[config.mk]
export PLATFORM = sky130hd
export DESIGN_NAME = crc_checked_frame_receiver
export DESIGN_NICKNAME = d
export VERILOG_FILES = /design/src/rtl/core/cfr_pkg.sv /design/src/rtl/core/crc_checked_frame_receiver.sv /design/src/rtl/core/cfr_ram.sv /design/src/rtl/core/cfr_ctrl.sv /design/src/rtl/core/cfr_dp.sv
export SDC_FILE = /design/constraint.sdc
export NUM_CORES = 1
export LEC_CHECK = 0
export ABC_AREA = 1
export BUFFER_PORTS_ARGS = -buffer_cell sky130_fd_sc_hd__buf_2
export CAP_MARGIN = 5
export CORE_MARGIN = 3
export CORE_UTILIZATION = 35
export DETAILED_ROUTE_END_ITERATION = 7
export PLACE_DENSITY = 0.52
export SLEW_MARGIN = 20
export SYNTH_ARGS = -nofsm -noshare
export SYNTH_HDL_FRONTEND = slang
export SYNTH_SLANG_ARGS = --single-unit
[constraint.sdc]
create_clock -name aclk -period 8.6 [get_ports aclk]
set_input_delay 0.86 -clock aclk [delete_from_list [all_inputs] [get_ports aclk]]
set_output_delay 0.86 -clock aclk [all_outputs]
set_load 0.02 [all_outputs]
[src/rtl/core/cfr_pkg.sv]
`timescale 1ns / 1ps
package cfr_pkg;

    // frame markers, kinds and crc constants
    localparam logic [7:0]  MARK_START = 8'hAA;
    localparam logic [7:0]  MARK_END   = 8'hBB;
    localparam logic [7:0]  KIND_FFT   = 8'h01;
    localparam logic [7:0]  KIND_CMD   = 8'h02;
    localparam logic [7:0]  KIND_AUX   = 8'h03;
    localparam logic [15:0] CRC_INIT   = 16'hFFFF;
    localparam logic [15:0] CRC_POLY   = 16'h1021;
    localparam logic [15:0] CRC_MSB    = 16'h8000;
    localparam int          MAX_CHUNKS = 9;

    // result status codes
    localparam logic [2:0] ST_OK      = 3'd0;
    localparam logic [2:0] ST_BAD_HDR = 3'd1;
    localparam logic [2:0] ST_BAD_END = 3'd2;
    localparam logic [2:0] ST_BAD_CRC = 3'd3;
    localparam logic [2:0] ST_IDLE    = 3'd4;

    // input kinds
    localparam logic OP_BYTE = 1'b0;
    localparam logic OP_TICK = 1'b1;

    // register indexes
    localparam logic [1:0] CFG_MAIN_LEN = 2'd0;
    localparam logic [1:0] CFG_AUX_LEN  = 2'd1;
    localparam logic [1:0] CFG_IDLE_LIM = 2'd2;

    // datapath commands
    localparam logic [3:0] DP_NONE      = 4'd0;
    localparam logic [3:0] DP_ACCEPT    = 4'd1;
    localparam logic [3:0] DP_EMIT_IDLE = 4'd2;
    localparam logic [3:0] DP_END_RD    = 4'd3;
    localparam logic [3:0] DP_CRC_INIT  = 4'd4;
    localparam logic [3:0] DP_CRC       = 4'd5;
    localparam logic [3:0] DP_CRC_LO    = 4'd6;
    localparam logic [3:0] DP_CHK_INIT  = 4'd7;
    localparam logic [3:0] DP_CHK       = 4'd8;
    localparam logic [3:0] DP_CHK_EMIT  = 4'd9;
    localparam logic [3:0] DP_EMPTY     = 4'd10;
    localparam logic [3:0] DP_EMIT_ERR  = 4'd11;
    localparam logic [3:0] DP_RS_INIT   = 4'd12;
    localparam logic [3:0] DP_SCAN      = 4'd13;
    localparam logic [3:0] DP_COPY      = 4'd14;

    typedef struct packed {
        logic [3:0] op;
        logic [2:0] err_code;
    } cmd_t;

    typedef struct packed {
        logic tick_drop;
        logic to_hdr;
        logic hdr_bad;
        logic frame_done;
        logic end_ok;
        logic crc_last;
        logic crc_ok;
        logic plen_zero;
        logic chk_full;
        logic chk_last;
        logic rs_none;
        logic scan_found;
        logic scan_end;
        logic copy_end;
        logic out_free;
    } stat_t;

    // one byte of crc-16, msb first
    function automatic logic [15:0] crc_byte(input logic [15:0] crc_in, input logic [7:0] b);
        logic [15:0] c;
        c = crc_in ^ {b, 8'h00};
        for (int i = 0; i < 8; i++) begin
            if ((c & CRC_MSB) != 16'h0000) c = {c[14:0], 1'b0} ^ CRC_POLY;
            else c = {c[14:0], 1'b0};
        end
        return c;
    endfunction

endpackage

[src/rtl/core/crc_checked_frame_receiver.sv]
`timescale 1ns / 1ps
// channel   | dir | handshake          | payload
// ----------+-----+--------------------+------------------------------------------
// s_ input  | in  | s_tvalid/s_tready  | s_tdata rx_byte, s_tuser op
// m_ result | out | m_tvalid/m_tready  | m_tdata header bytes, chunk, count; m_tuser
//           |     |                    | status; m_tlast last
// cfg       | in  | cfg_we             | cfg_index, cfg_wdata
//
// a tick that drops the frame goes on to emit an idle result; a byte that does not
// complete a frame goes through a header check once the header is held
// for a complete good frame, the crc walk and chunk reads go through the one read
// port of the frame store, one byte a cycle; a chunk emit waits while output stalls
// after an error result, a resync scans for a start byte and moves the rest down
// input is taken only between items; results wait in one output register under stall
// synchronous active-low reset clears control state; the store needs no clearing
module crc_checked_frame_receiver import cfr_pkg::*; #(
    parameter int STORE_BYTES = 80,
    parameter int CHUNK_BYTES = 8
) (
    input  logic        aclk,
    input  logic        aresetn,
    input  logic        s_tvalid,
    output logic        s_tready,
    input  logic [7:0]  s_tdata,   // [7:0] rx_byte
    input  logic        s_tuser,   // [0] op
    output logic        m_tvalid,
    input  logic        m_tready,
    output logic [95:0] m_tdata,   // [7:0] frame_type, [15:8] sequence_res,
                                   // [23:16] payload_length, [87:24] chunk,
                                   // [91:88] chunk_bytes, [95:92] zero
    output logic [2:0]  m_tuser,   // [2:0] status
    output logic        m_tlast,
    input  logic        cfg_we,
    input  logic [1:0]  cfg_index,
    input  logic [7:0]  cfg_wdata
);
    cmd_t  cmd;
    stat_t st;
    logic [7:0]  o_type, o_seq, o_len;
    logic [63:0] o_chunk;
    logic [3:0]  o_bytes;

    cfr_ctrl u_ctrl (
        .aclk(aclk), .aresetn(aresetn), .s_tvalid(s_tvalid), .s_tready(s_tready),
        .st(st), .cmd(cmd)
    );

    cfr_dp #(.STORE_BYTES(STORE_BYTES), .CHUNK_BYTES(CHUNK_BYTES)) u_dp (
        .aclk(aclk), .aresetn(aresetn), .cmd(cmd), .st(st),
        .in_op(s_tuser), .in_byte(s_tdata),
        .cfg_we(cfg_we), .cfg_index(cfg_index), .cfg_wdata(cfg_wdata),
        .out_valid(m_tvalid), .out_ready(m_tready), .out_status(m_tuser),
        .out_type(o_type), .out_seq(o_seq), .out_len(o_len), .out_chunk(o_chunk),
        .out_bytes(o_bytes), .out_last(m_tlast)
    );

    // result word packing
    assign m_tdata = {4'b0000, o_bytes, o_chunk, o_len, o_seq, o_type};
endmodule

[src/rtl/core/cfr_ram.sv]
`timescale 1ns / 1ps
module cfr_ram #(
    parameter int WIDTH = 8,
    parameter int DEPTH = 80
) (
    input  logic                     aclk,
    input  logic                     we,
    input  logic [$clog2(DEPTH)-1:0] waddr,
    input  logic [WIDTH-1:0]         wdata,
    input  logic [$clog2(DEPTH)-1:0] raddr,
    output logic [WIDTH-1:0]         rdata
);
    logic [WIDTH-1:0] mem [DEPTH];

    // one write port, registered read
    always_ff @(posedge aclk) begin
        if (we) mem[waddr] <= wdata;
        rdata <= mem[raddr];
    end
endmodule

[src/rtl/core/cfr_ctrl.sv]
`timescale 1ns / 1ps
module cfr_ctrl import cfr_pkg::*; (
    input  logic  aclk,
    input  logic  aresetn,
    input  logic  s_tvalid,
    output logic  s_tready,
    input  stat_t st,
    output cmd_t  cmd
);
    localparam logic [4:0] S_IDLE      = 5'd0;
    localparam logic [4:0] S_EMIT_IDLE = 5'd1;
    localparam logic [4:0] S_HDR       = 5'd2;
    localparam logic [4:0] S_END_RD    = 5'd3;
    localparam logic [4:0] S_END_CHK   = 5'd4;
    localparam logic [4:0] S_CRC_INIT  = 5'd5;
    localparam logic [4:0] S_CRC       = 5'd6;
    localparam logic [4:0] S_CRC_LO    = 5'd7;
    localparam logic [4:0] S_CRC_HI    = 5'd8;
    localparam logic [4:0] S_CHK_INIT  = 5'd9;
    localparam logic [4:0] S_CHK       = 5'd10;
    localparam logic [4:0] S_CHK_EMIT  = 5'd11;
    localparam logic [4:0] S_EMPTY     = 5'd12;
    localparam logic [4:0] S_EMIT_ERR  = 5'd13;
    localparam logic [4:0] S_RS_INIT   = 5'd14;
    localparam logic [4:0] S_SCAN      = 5'd15;
    localparam logic [4:0] S_COPY      = 5'd16;

    logic [4:0] state_reg, state_next;
    logic [2:0] err_reg, err_next;

    assign s_tready = (state_reg == S_IDLE);

    // sequencing
    always_comb begin
        state_next   = state_reg;
        err_next     = err_reg;
        cmd.op       = DP_NONE;
        cmd.err_code = err_reg;
        unique case (state_reg)
            S_IDLE: begin
                if (s_tvalid) begin
                    cmd.op = DP_ACCEPT;
                    if (st.tick_drop) state_next = S_EMIT_IDLE;
                    else if (st.to_hdr) state_next = S_HDR;
                end
            end
            S_EMIT_IDLE: begin
                if (st.out_free) begin
                    cmd.op = DP_EMIT_IDLE;
                    state_next = S_IDLE;
                end
            end
            S_HDR: begin
                if (st.hdr_bad) begin
                    err_next = ST_BAD_HDR;
                    state_next = S_EMIT_ERR;
                end else if (st.frame_done) state_next = S_END_RD;
                else state_next = S_IDLE;
            end
            S_END_RD: begin
                cmd.op = DP_END_RD;
                state_next = S_END_CHK;
            end
            S_END_CHK: begin
                if (st.end_ok) state_next = S_CRC_INIT;
                else begin
                    err_next = ST_BAD_END;
                    state_next = S_EMIT_ERR;
                end
            end
            S_CRC_INIT: begin
                cmd.op = DP_CRC_INIT;
                state_next = S_CRC;
            end
            S_CRC: begin
                cmd.op = DP_CRC;
                if (st.crc_last) state_next = S_CRC_LO;
            end
            S_CRC_LO: begin
                cmd.op = DP_CRC_LO;
                state_next = S_CRC_HI;
            end
            S_CRC_HI: begin
                if (!st.crc_ok) begin
                    err_next = ST_BAD_CRC;
                    state_next = S_EMIT_ERR;
                end else if (st.plen_zero) state_next = S_EMPTY;
                else state_next = S_CHK_INIT;
            end
            S_CHK_INIT: begin
                cmd.op = DP_CHK_INIT;
                state_next = S_CHK;
            end
            S_CHK: begin
                cmd.op = DP_CHK;
                if (st.chk_full) state_next = S_CHK_EMIT;
            end
            S_CHK_EMIT: begin
                if (st.out_free) begin
                    cmd.op = DP_CHK_EMIT;
                    state_next = st.chk_last ? S_IDLE : S_CHK;
                end
            end
            S_EMPTY: begin
                if (st.out_free) begin
                    cmd.op = DP_EMPTY;
                    state_next = S_IDLE;
                end
            end
            S_EMIT_ERR: begin
                if (st.out_free) begin
                    cmd.op = DP_EMIT_ERR;
                    state_next = S_RS_INIT;
                end
            end
            S_RS_INIT: begin
                cmd.op = DP_RS_INIT;
                state_next = st.rs_none ? S_IDLE : S_SCAN;
            end
            S_SCAN: begin
                cmd.op = DP_SCAN;
                if (st.scan_found) state_next = S_COPY;
                else if (st.scan_end) state_next = S_IDLE;
            end
            S_COPY: begin
                cmd.op = DP_COPY;
                if (st.copy_end) state_next = S_IDLE;
            end
            default: state_next = S_IDLE;
        endcase
    end

    always_ff @(posedge aclk) begin
        if (!aresetn) begin
            state_reg <= S_IDLE;
            err_reg   <= ST_OK;
        end else begin
            state_reg <= state_next;
            err_reg   <= err_next;
        end
    end
endmodule

[src/rtl/core/cfr_dp.sv]
`timescale 1ns / 1ps
module cfr_dp import cfr_pkg::*; #(
    parameter int STORE_BYTES = 80,
    parameter int CHUNK_BYTES = 8
) (
    input  logic        aclk,
    input  logic        aresetn,
    input  cmd_t        cmd,
    output stat_t       st,
    input  logic        in_op,
    input  logic [7:0]  in_byte,
    input  logic        cfg_we,
    input  logic [1:0]  cfg_index,
    input  logic [7:0]  cfg_wdata,
    output logic        out_valid,
    input  logic        out_ready,
    output logic [2:0]  out_status,
    output logic [7:0]  out_type,
    output logic [7:0]  out_seq,
    output logic [7:0]  out_len,
    output logic [63:0] out_chunk,
    output logic [3:0]  out_bytes,
    output logic        out_last
);
    localparam int ADDR_W = $clog2(STORE_BYTES);
    localparam int CNT_W  = $clog2(STORE_BYTES + 1);
    localparam logic [8:0] STORE_N   = 9'(STORE_BYTES);
    localparam logic [7:0] MAX_PLEN  = 8'(MAX_CHUNKS * CHUNK_BYTES);
    localparam logic [3:0] CHUNK_N   = 4'(CHUNK_BYTES);

    // configuration
    logic [6:0] main_len_reg, aux_len_reg;
    logic [7:0] idle_lim_reg;

    always_ff @(posedge aclk) begin
        if (!aresetn) begin
            main_len_reg <= 7'd68;
            aux_len_reg  <= 7'd36;
            idle_lim_reg <= 8'd10;
        end else if (cfg_we) begin
            unique case (cfg_index)
                CFG_MAIN_LEN: main_len_reg <= cfg_wdata[6:0];
                CFG_AUX_LEN:  aux_len_reg  <= cfg_wdata[6:0];
                CFG_IDLE_LIM: idle_lim_reg <= cfg_wdata;
                default: ;
            endcase
        end
    end

    logic [CNT_W-1:0]  fill_reg, ptr_reg;
    logic [ADDR_W-1:0] dst_reg;
    logic [7:0]        idle_reg, hdr_type_reg, hdr_seq_reg, hdr_len_reg;
    logic [15:0]       crc_reg;
    logic [7:0]        crc_lo_reg, rem_reg;
    logic [3:0]        cnt_reg;
    logic [63:0]       chunk_reg;
    logic              ov_reg;

    logic              ram_we;
    logic [ADDR_W-1:0] ram_waddr, ram_raddr;
    logic [7:0]        ram_wdata, rdata;

    cfr_ram #(.WIDTH(8), .DEPTH(STORE_BYTES)) u_store (
        .aclk(aclk), .we(ram_we), .waddr(ram_waddr), .wdata(ram_wdata),
        .raddr(ram_raddr), .rdata(rdata)
    );

    // derived values
    logic [8:0]       need, fill9, ptr9;
    logic [CNT_W-1:0] ptr_p1;
    logic [7:0]       idle_inc;
    logic             len_ok;

    assign need     = 9'(hdr_len_reg) + 9'd7;
    assign fill9    = 9'(fill_reg);
    assign ptr9     = 9'(ptr_reg);
    assign ptr_p1   = ptr_reg + 1'b1;
    assign idle_inc = (idle_reg == 8'hFF) ? idle_reg : idle_reg + 8'd1;

    always_comb begin
        if (hdr_type_reg == KIND_FFT || hdr_type_reg == KIND_CMD)
            len_ok = (hdr_len_reg == {1'b0, main_len_reg});
        else if (hdr_type_reg == KIND_AUX)
            len_ok = (hdr_len_reg == {1'b0, aux_len_reg});
        else
            len_ok = 1'b0;
    end

    // status to controller
    always_comb begin
        st.tick_drop  = in_op == OP_TICK && fill_reg != '0 && idle_inc >= idle_lim_reg;
        st.to_hdr     = in_op == OP_BYTE && fill9 >= 9'd3 && fill9 < STORE_N;
        st.hdr_bad    = !len_ok || need > STORE_N || hdr_len_reg > MAX_PLEN;
        st.frame_done = fill9 >= need;
        st.end_ok     = rdata == MARK_END;
        st.crc_last   = ptr9 == 9'(hdr_len_reg) + 9'd3;
        st.crc_ok     = {rdata, crc_lo_reg} == crc_reg;
        st.plen_zero  = hdr_len_reg == 8'd0;
        st.chk_full   = (cnt_reg + 4'd1 == CHUNK_N) || (rem_reg == 8'd1);
        st.chk_last   = rem_reg == 8'd0;
        st.rs_none    = fill9 <= 9'd1;
        st.scan_found = rdata == MARK_START;
        st.scan_end   = 9'(ptr_p1) >= fill9;
        st.copy_end   = ptr_p1 == fill_reg;
        st.out_free   = !ov_reg || out_ready;
    end

    // store ports
    always_comb begin
        ram_we    = 1'b0;
        ram_waddr = fill_reg[ADDR_W-1:0];
        ram_wdata = in_byte;
        if (cmd.op == DP_ACCEPT && in_op == OP_BYTE) begin
            if (fill_reg == '0) begin
                ram_we    = in_byte == MARK_START;
                ram_waddr = '0;
            end else begin
                ram_we    = fill9 < STORE_N;
            end
        end else if (cmd.op == DP_COPY) begin
            ram_we    = 1'b1;
            ram_waddr = dst_reg;
            ram_wdata = rdata;
        end
        unique case (cmd.op)
            DP_END_RD:   ram_raddr = ADDR_W'(need - 9'd1);
            DP_CRC_INIT: ram_raddr = ADDR_W'(1);
            DP_RS_INIT:  ram_raddr = ADDR_W'(1);
            DP_CHK_INIT: ram_raddr = ADDR_W'(4);
            DP_CHK_EMIT: ram_raddr = ptr_reg[ADDR_W-1:0];
            DP_SCAN:     ram_raddr = st.scan_found ? ptr_reg[ADDR_W-1:0]
                                                   : ptr_p1[ADDR_W-1:0];
            default:     ram_raddr = ptr_p1[ADDR_W-1:0];
        endcase
    end

    // result fields, header bytes masked by fill
    logic       emit;
    logic [2:0] emit_status;
    logic [63:0] emit_chunk;
    logic [3:0] emit_bytes;
    logic       emit_last;

    always_comb begin
        emit        = 1'b0;
        emit_status = ST_OK;
        emit_chunk  = '0;
        emit_bytes  = '0;
        emit_last   = 1'b1;
        unique case (cmd.op)
            DP_EMIT_IDLE: begin
                emit = 1'b1;
                emit_status = ST_IDLE;
            end
            DP_EMIT_ERR: begin
                emit = 1'b1;
                emit_status = cmd.err_code;
            end
            DP_EMPTY: emit = 1'b1;
            DP_CHK_EMIT: begin
                emit       = 1'b1;
                emit_chunk = chunk_reg;
                emit_bytes = cnt_reg;
                emit_last  = rem_reg == 8'd0;
            end
            default: ;
        endcase
    end

    // control counters
    always_ff @(posedge aclk) begin
        if (!aresetn) begin
            fill_reg <= '0;
            idle_reg <= '0;
            ov_reg   <= 1'b0;
        end else begin
            if (emit) ov_reg <= 1'b1;
            else if (ov_reg && out_ready) ov_reg <= 1'b0;
            unique case (cmd.op)
                DP_ACCEPT: begin
                    if (in_op == OP_TICK) begin
                        if (fill_reg != '0) idle_reg <= idle_inc;
                    end else begin
                        idle_reg <= '0;
                        if (fill_reg == '0) begin
                            if (in_byte == MARK_START) fill_reg <= CNT_W'(1);
                        end else if (fill9 >= STORE_N) fill_reg <= '0;
                        else fill_reg <= fill_reg + 1'b1;
                    end
                end
                DP_EMIT_IDLE: begin
                    fill_reg <= '0;
                    idle_reg <= '0;
                end
                DP_EMPTY: fill_reg <= '0;
                DP_CHK_EMIT: if (rem_reg == 8'd0) fill_reg <= '0;
                DP_RS_INIT:  if (st.rs_none) fill_reg <= '0;
                DP_SCAN:     if (!st.scan_found && st.scan_end) fill_reg <= '0;
                DP_COPY:     if (st.copy_end) fill_reg <= CNT_W'(dst_reg) + 1'b1;
                default: ;
            endcase
        end
    end

    // payload registers
    always_ff @(posedge aclk) begin
        if (emit) begin
            out_status <= emit_status;
            out_type   <= (fill9 > 9'd1) ? hdr_type_reg : 8'd0;
            out_seq    <= (fill9 > 9'd2) ? hdr_seq_reg : 8'd0;
            out_len    <= (fill9 > 9'd3) ? hdr_len_reg : 8'd0;
            out_chunk  <= emit_chunk;
            out_bytes  <= emit_bytes;
            out_last   <= emit_last;
        end
        // header copies of store positions one to three
        if (ram_we) begin
            if (ram_waddr == ADDR_W'(1)) hdr_type_reg <= ram_wdata;
            if (ram_waddr == ADDR_W'(2)) hdr_seq_reg  <= ram_wdata;
            if (ram_waddr == ADDR_W'(3)) hdr_len_reg  <= ram_wdata;
        end
        unique case (cmd.op)
            DP_CRC_INIT: begin
                crc_reg <= CRC_INIT;
                ptr_reg <= CNT_W'(1);
            end
            DP_CRC: begin
                crc_reg <= crc_byte(crc_reg, rdata);
                ptr_reg <= ptr_p1;
            end
            DP_CRC_LO: begin
                crc_lo_reg <= rdata;
                ptr_reg    <= ptr_p1;
            end
            DP_CHK_INIT: begin
                ptr_reg   <= CNT_W'(4);
                cnt_reg   <= '0;
                rem_reg   <= hdr_len_reg;
                chunk_reg <= '0;
            end
            DP_CHK: begin
                chunk_reg[{cnt_reg[2:0], 3'b000} +: 8] <= rdata;
                cnt_reg <= cnt_reg + 4'd1;
                rem_reg <= rem_reg - 8'd1;
                ptr_reg <= ptr_p1;
            end
            DP_CHK_EMIT: begin
                cnt_reg   <= '0;
                chunk_reg <= '0;
            end
            DP_RS_INIT: ptr_reg <= CNT_W'(1);
            DP_SCAN: begin
                if (st.scan_found) dst_reg <= '0;
                else ptr_reg <= ptr_p1;
            end
            DP_COPY: begin
                ptr_reg <= ptr_p1;
                dst_reg <= dst_reg + 1'b1;
            end
            default: ;
        endcase
    end

    assign out_valid = ov_reg;
endmodule
==> flow_summary.ini, run 1 <==
[outcome]
status = complete, no violations

[die]
core_area_mm2 = 0.119
start_util_pct = 35.5
dieArea_mm2 = 0.125
die_w_um = 353
die_h_um = 353
ios = 126
rows = 126

[final_layout]
synthToLayoutAreaGrowth_pct = 13.3
finalNetCount = 4329
drive_above_1_share_pct = 8.57
largest_reg_flops = 640

[power]
vdd_ir_drop_max_v = 0.000311
combPwrFrac_pct = 29.8
p_leak_nw = 19.2
p_sw_mw = 5.05
pwr-share-seq_pct = 38.8
power_density_mw_per_mm2 = 294
p_sw_share_pct = 36.0
clkPwrFrac_pct = 31.3
p_int_mw = 8.99

[setup_path]
timing.rr.start = u_dp.hdr_len_reg[0]$_DFFE_PP_
cpPeakStageDelay_ns = 0.77
critPathArrivalTime_ns = 5.83
cp_max_fo = 70
crit_path_end_kind = register
cp-start-kind = register
setup.worst_path.class = reg -> reg
r2r_cells = 19
cp-startpoint = u_dp.hdr_len_reg[0]$_DFFE_PP_
critPathRequiredTime_ns = 9.17
r2r_end = u_dp.u_store.rdata[0]$_DFF_P_
cp_slowest_cell = clkinv_2
crit_buf_inv = 5
path_delay_family = buffers and inverters
r2r_setup_slack_ns = 3.34
path_common_cell = nand3_1
worstPathCellList = inv_1 -> ha_1 -> or2_2 -> nand3_1 -> nand2_1 -> inv_1 -> nand2_1 -> nor2_4 -> buf_4 -> clkinv_2 -> buf_4 -> nand3_1 -> nand3_1 -> nand3_1 -> nand3_1 -> nand3_1 -> nand2_1 -> nand2_1 -> nand2_1

[placement]
dp_hpwl_um = 71700
place.gp.congestion = 0.868
port_buffers = 121

[grt]
antenna_found_initial = 1
grt_start_max_net_pins = 176
grtUsageTotal_pct = 18.5
grt_pass1_wl_um = 178000
grt_pass1_vias = 28200
gr-total-overflow = 0

[min_path]
whs_path_depth = 3
worstHoldPathType = in -> reg
hp-start = cfg_wdata[6]
min_to = u_dp.main_len_reg[6]$_SDFFE_PN1P_

[synthesis]
ys_seq_elements = 927
synth.avg_cell_area_um2 = 10.1
synth_common_cells = 874 x edfxtp_1, 765 x nand2_1, 678 x inv_1
synth-edff-count = 874
synth_area_leaders = edfxtp_1 62%, nand2_1 6.8%, nand3_1 6.5%
syn-cell-area_mm2 = 0.0422
yosysWarningCount = 0
seq_area_frac_synth_pct = 64.8
yosysMostFrequentCell = edfxtp_1
ys.flop_type = edfxtp_1
async_reset_ff_share_pct = 0
yosys.area.top_type = edfxtp_1
synth_top_area_share_pct = 62.3
syn_inst = 4181
synth.distinct_cells = 45

[route]
first_pass_iters = 5
vias_per_cell = 4.91
routed_wl_um = 117000
wl_per_cell_um = 19.7
final_antenna_net_count = 0
vias = 29200
drc = 0
drt-initial-drc-count = 2413

[clock_tree]
cts-root-buf = clkbuf_16
postCtsSetupBuffers = 0
clk_pin_slew_worst_paths_ns = 0.06
cts_tree = done
cts_resized = 0
clock_latency_ns = 0.69
ctsHoldBuffers = 0
cts_max_level = 3
cts.sinks = 927
clockBufferDepth = 3
cts_buffers = 102

[sta]
max_freq_ghz = 0.190
fin_worst_skew_ns = 0.0197
tightest_slew_ns = 1.20
slew_headroom_pct = 19.7
hold_viol = 0
setup_viol = 0
min_period_over_period_pct = 61.1
hold_slack_ns = 0.447
drv_slew = 0
min_period_ns = 5.26
fin_tns_setup_ns = 0
rsz0062_at_grt = false

[flow_run]
cap_violations = 0
-- layout make-up --
type / instances / area, um^2
Inverter: 699 / 2630
Antenna cell: 1 / 2.50
Multi-Input combinational cell: 2367 / 11500
Fill cell: 11600 / 71000
Clock inverter: 56 / 596
Clock buffer: 135 / 2740
Sequential cell: 927 / 27300
Tap cell: 1600 / 2000
Timing Repair Buffer: 169 / 1020
-- through the flow --
step	setup WS (ns)	total power, mW	cell area, um^2	utilization (%)	cells
after global routing	3.11	14.8	47800	40.2	5953
after floorplan	3.23	8.32	42200	-	4184
after CTS	3.43	14.1	47700	40.2	5952
final	3.34	14.0	47800	40.2	5954
after global placement	3.42	9.73	44400	37.4	5761
after detailed placement	3.43	9.73	44400	37.4	5761
-- cell families (layout without fill, tap and decap cells) --
group	after synthesis	after routing	share of synthesized area (%)
AOI/OAI and AO/OA	357	357	4.92
xor gates and xnor gates	73	73	1.52
adders and majority gates	39	39	1.16
buffers and inverters	890	1059	8.39
DFF	927	927	64.8
other	1	5	0.00890
and+or+nand+nor	1894	1894	19.2
-- layer usage --
metal / vias up / wire length, um / GRT usage [%]
li1: 14100 / - / -
met1: 14100 / 52600 / 25.5
met2: 843 / 55000 / 30.2
met3: 183 / 6280 / 2.48
met4: 0 / 3250 / 5.89
met5: - / 0 / 0
-- worst max-delay path by stage --
stage	slack, ns	endpoint	depth (start not counted)
floorplan	3.23	u_dp.hdr_len_reg[0]$_DFFE_PP_	8
global route	3.11	u_dp.u_store.rdata[7]$_DFF_P_	19
CTS	3.43	u_dp.u_store.rdata[0]$_DFF_P_	19
detailed placement	3.43	u_dp.u_store.rdata[0]$_DFF_P_	18
finish	3.34	u_dp.u_store.rdata[0]$_DFF_P_	19
global placement	3.42	u_dp.u_store.rdata[0]$_DFF_P_	18
-- power groups by stage --
stage                     registers, mW  logic, mW  clock network (mW)
after floorplan                    5.65       2.67                   0
after global placement             5.55       4.19                   0
after detailed placement           5.55       4.18                   0
after CTS                          5.46       4.19                4.49
after global routing               5.48       4.63                4.66
final                              5.45       4.19                4.40
-- layout by cell type (no fill, tap or decap), types with 11 or more instances in the layout --
cell type / count
inv_1: 677
nand3_1: 546
nor4_1: 14
nor3_1: 27
o221ai_1: 28
dfxtp_1: 53
xor2_1: 42
nand3b_1: 32
a211oi_1: 18
buf_4: 44
clkbuf_1: 27
bufinv_16: 11
nand2_1: 763
nor2_1: 474
o21ai_1: 25
a21oi_1: 68
o211ai_1: 27
o21ai_0: 156
inv_2: 20
clkbuf_16: 102
clkinv_1: 17
buf_2: 121
clkinv_2: 20
xnor2_1: 31
edfxtp_1: 874
ha_1: 39
-- worst min-delay path, delay by kind of cell --
kind | cells | cell delay, ns
buffers and inverters | 1 | 0.11
AND/OR/NAND/NOR | 2 | 0.11
No activity file was read; power rests on OpenSTA's default activity.
==> inputs of run 2 (changes only) <==
Settings changed: PLACE_DENSITY 0.52 to 0.54.
Clock period 8.6 ns to 4.52 ns, I/O delays scaled along.
==> flow_summary.ini, run 2 (synthesis gave the netlist of run 1 again) <==
[outcome]
status = complete, no violations

[setup_path]
cp_max_fo = 40
critPathArrivalTime_ns = 4.44
crit_path_end_kind = register
critPathRequiredTime_ns = 5.13
cp-start-kind = register
setup.worst_path.class = reg -> reg

[clock_tree]
clockBufferDepth = 3
ctsHoldBuffers = 2
cts.sinks = 927
cts_buffers = 103
clk_pin_slew_worst_paths_ns = 0.06
postCtsSetupBuffers = 0
cts_tree = done
cts_resized = 0
cts_max_level = 3
cts-root-buf = clkbuf_16
clock_latency_ns = 0.69

[final_layout]
final_cell_mix = 874 x edfxtp_1, 763 x nand2_1, 678 x inv_1
final_common_cell = edfxtp_1
fillers = 11400
largest_reg_flops = 640
seq_area_mm2 = 0.0273
multiInputGateArea_mm2 = 0.0115
drive_above_1_share_pct = 10.3
final_cell_area_mm2 = 0.0488
synthToLayoutAreaGrowth_pct = 15.7
finalNetCount = 4405
num_antenna_cells = 0

[sta]
hold_viol = 0
slew_headroom_pct = 26.2
min_period_over_period_pct = 84.6
min_period_ns = 3.83
max_freq_ghz = 0.261
setup_viol = 0
tightest_slew_ns = 1.10
drv_slew = 0
fin_worst_skew_ns = 0.0274
rsz0062_at_grt = false

[route]
vias_per_cell = 4.91
wl_met2_um = 54000
first_pass_iters = 5
wl_met3_um = 7950
drt-initial-drc-count = 2753
vias = 29600
wl_per_cell_um = 19.4
maxUsedRoutingLayer = met4
drc = 0
routed_wl_um = 117000
final_antenna_net_count = 0
wl_met1_um = 51800

[min_path]
worstHoldPathType = in -> reg

[grt]
gr-total-overflow = 0
grtUsageTotal_pct = 18.4
grt_pass1_vias = 28200
grt_start_max_net_pins = 103
grt_pass1_wl_um = 178000
antenna_found_initial = 0

[power]
power_mw = 27.4
power_density_mw_per_mm2 = 563
p_leak_nw = 19.7
vdd_ir_drop_max_v = 0.000424

[die]
die_w_um = 353
start_util_pct = 35.5
dieArea_mm2 = 0.125
die_h_um = 353
core_area_mm2 = 0.119
ios = 126
rows = 126

[placement]
place.gp.congestion = 0.902
port_buffers = 121
place_area_mm2 = 0.0452
dp_hpwl_um = 73300

[flow_run]
cap_violations = 0
-- run 2: metrics by stage --
stage                     setup WS [ns]  TNS (ns)  cells  hold WS (ns)  util (%)
after floorplan                  -0.846   -561.72   4184         0.403         -
after global placement            0.815         0   5835         0.446      38.1
after detailed placement          0.783         0   5835         0.460      38.1
after CTS                         0.736         0   6028      0.000222      41.1
after global routing              0.409         0   6028        0.0210      41.1
final                             0.694         0   6028        0.0413      41.1
-- run 2: final cells by class --
| class | count | area share, % |
|---|---|---|
| Sequential cell | 927 | 56.0 |
| Multi-Input combinational cell | 2367 | 23.5 |
| Clock buffer | 131 | 5.71 |
| Inverter | 699 | 5.39 |
| Tap cell | 1600 | 4.10 |
| Timing Repair Buffer | 244 | 3.76 |
| Clock inverter | 60 | 1.54 |
-- run 2: final timing paths --
kind	from	to	slack, ns	cells past startpoint
max	u_dp.hdr_len_reg[0]$_DFFE_PP_	u_dp.u_store.rdata[7]$_DFF_P_	0.69	20
min	cfg_wdata[2]	u_dp.main_len_reg[2]$_SDFFE_PN1P_	0.04	3
max reg2reg	u_dp.hdr_len_reg[0]$_DFFE_PP_	u_dp.u_store.rdata[7]$_DFF_P_	0.69	20
min reg2reg	u_ctrl.err_reg[0]$_SDFFE_PN0P_	u_ctrl.err_reg[0]$_SDFFE_PN0P_	0.46	2
-- run 2: metal layers --
metal	global-route usage [%]	up-vias
met1	25.8	14200
met2	29.2	1027
met4	5.28	0
met3	3.31	184
met5	0	-
li1	-	14200
-- run 2: critical path, stage by stage, from the launching register on --
cell and delay (ns):
edfxtp_1 0.50, inv_1 0.38, ha_1 0.24, inv_1 0.05, nand2_1 0.09, nand2_1 0.13
inv_2 0.12, nand3_1 0.09, nor2_1 0.13, o21ai_0 0.12, o211ai_1 0.18, nor2_4 0.07
buf_4 0.21, inv_1 0.07, buf_4 0.51, nand3_1 0.30, nand3_1 0.20, nand3_1 0.14
nand2_1 0.09, nand2_1 0.06, nand2_1 0.05
-- run 2: power breakdown --
group          internal [mW]  switching (mW)  total [mW]
registers               10.0           0.284        10.3
clock network           5.23            3.52        8.75
logic                   2.40            5.96        8.36
total                   17.7            9.77        27.4
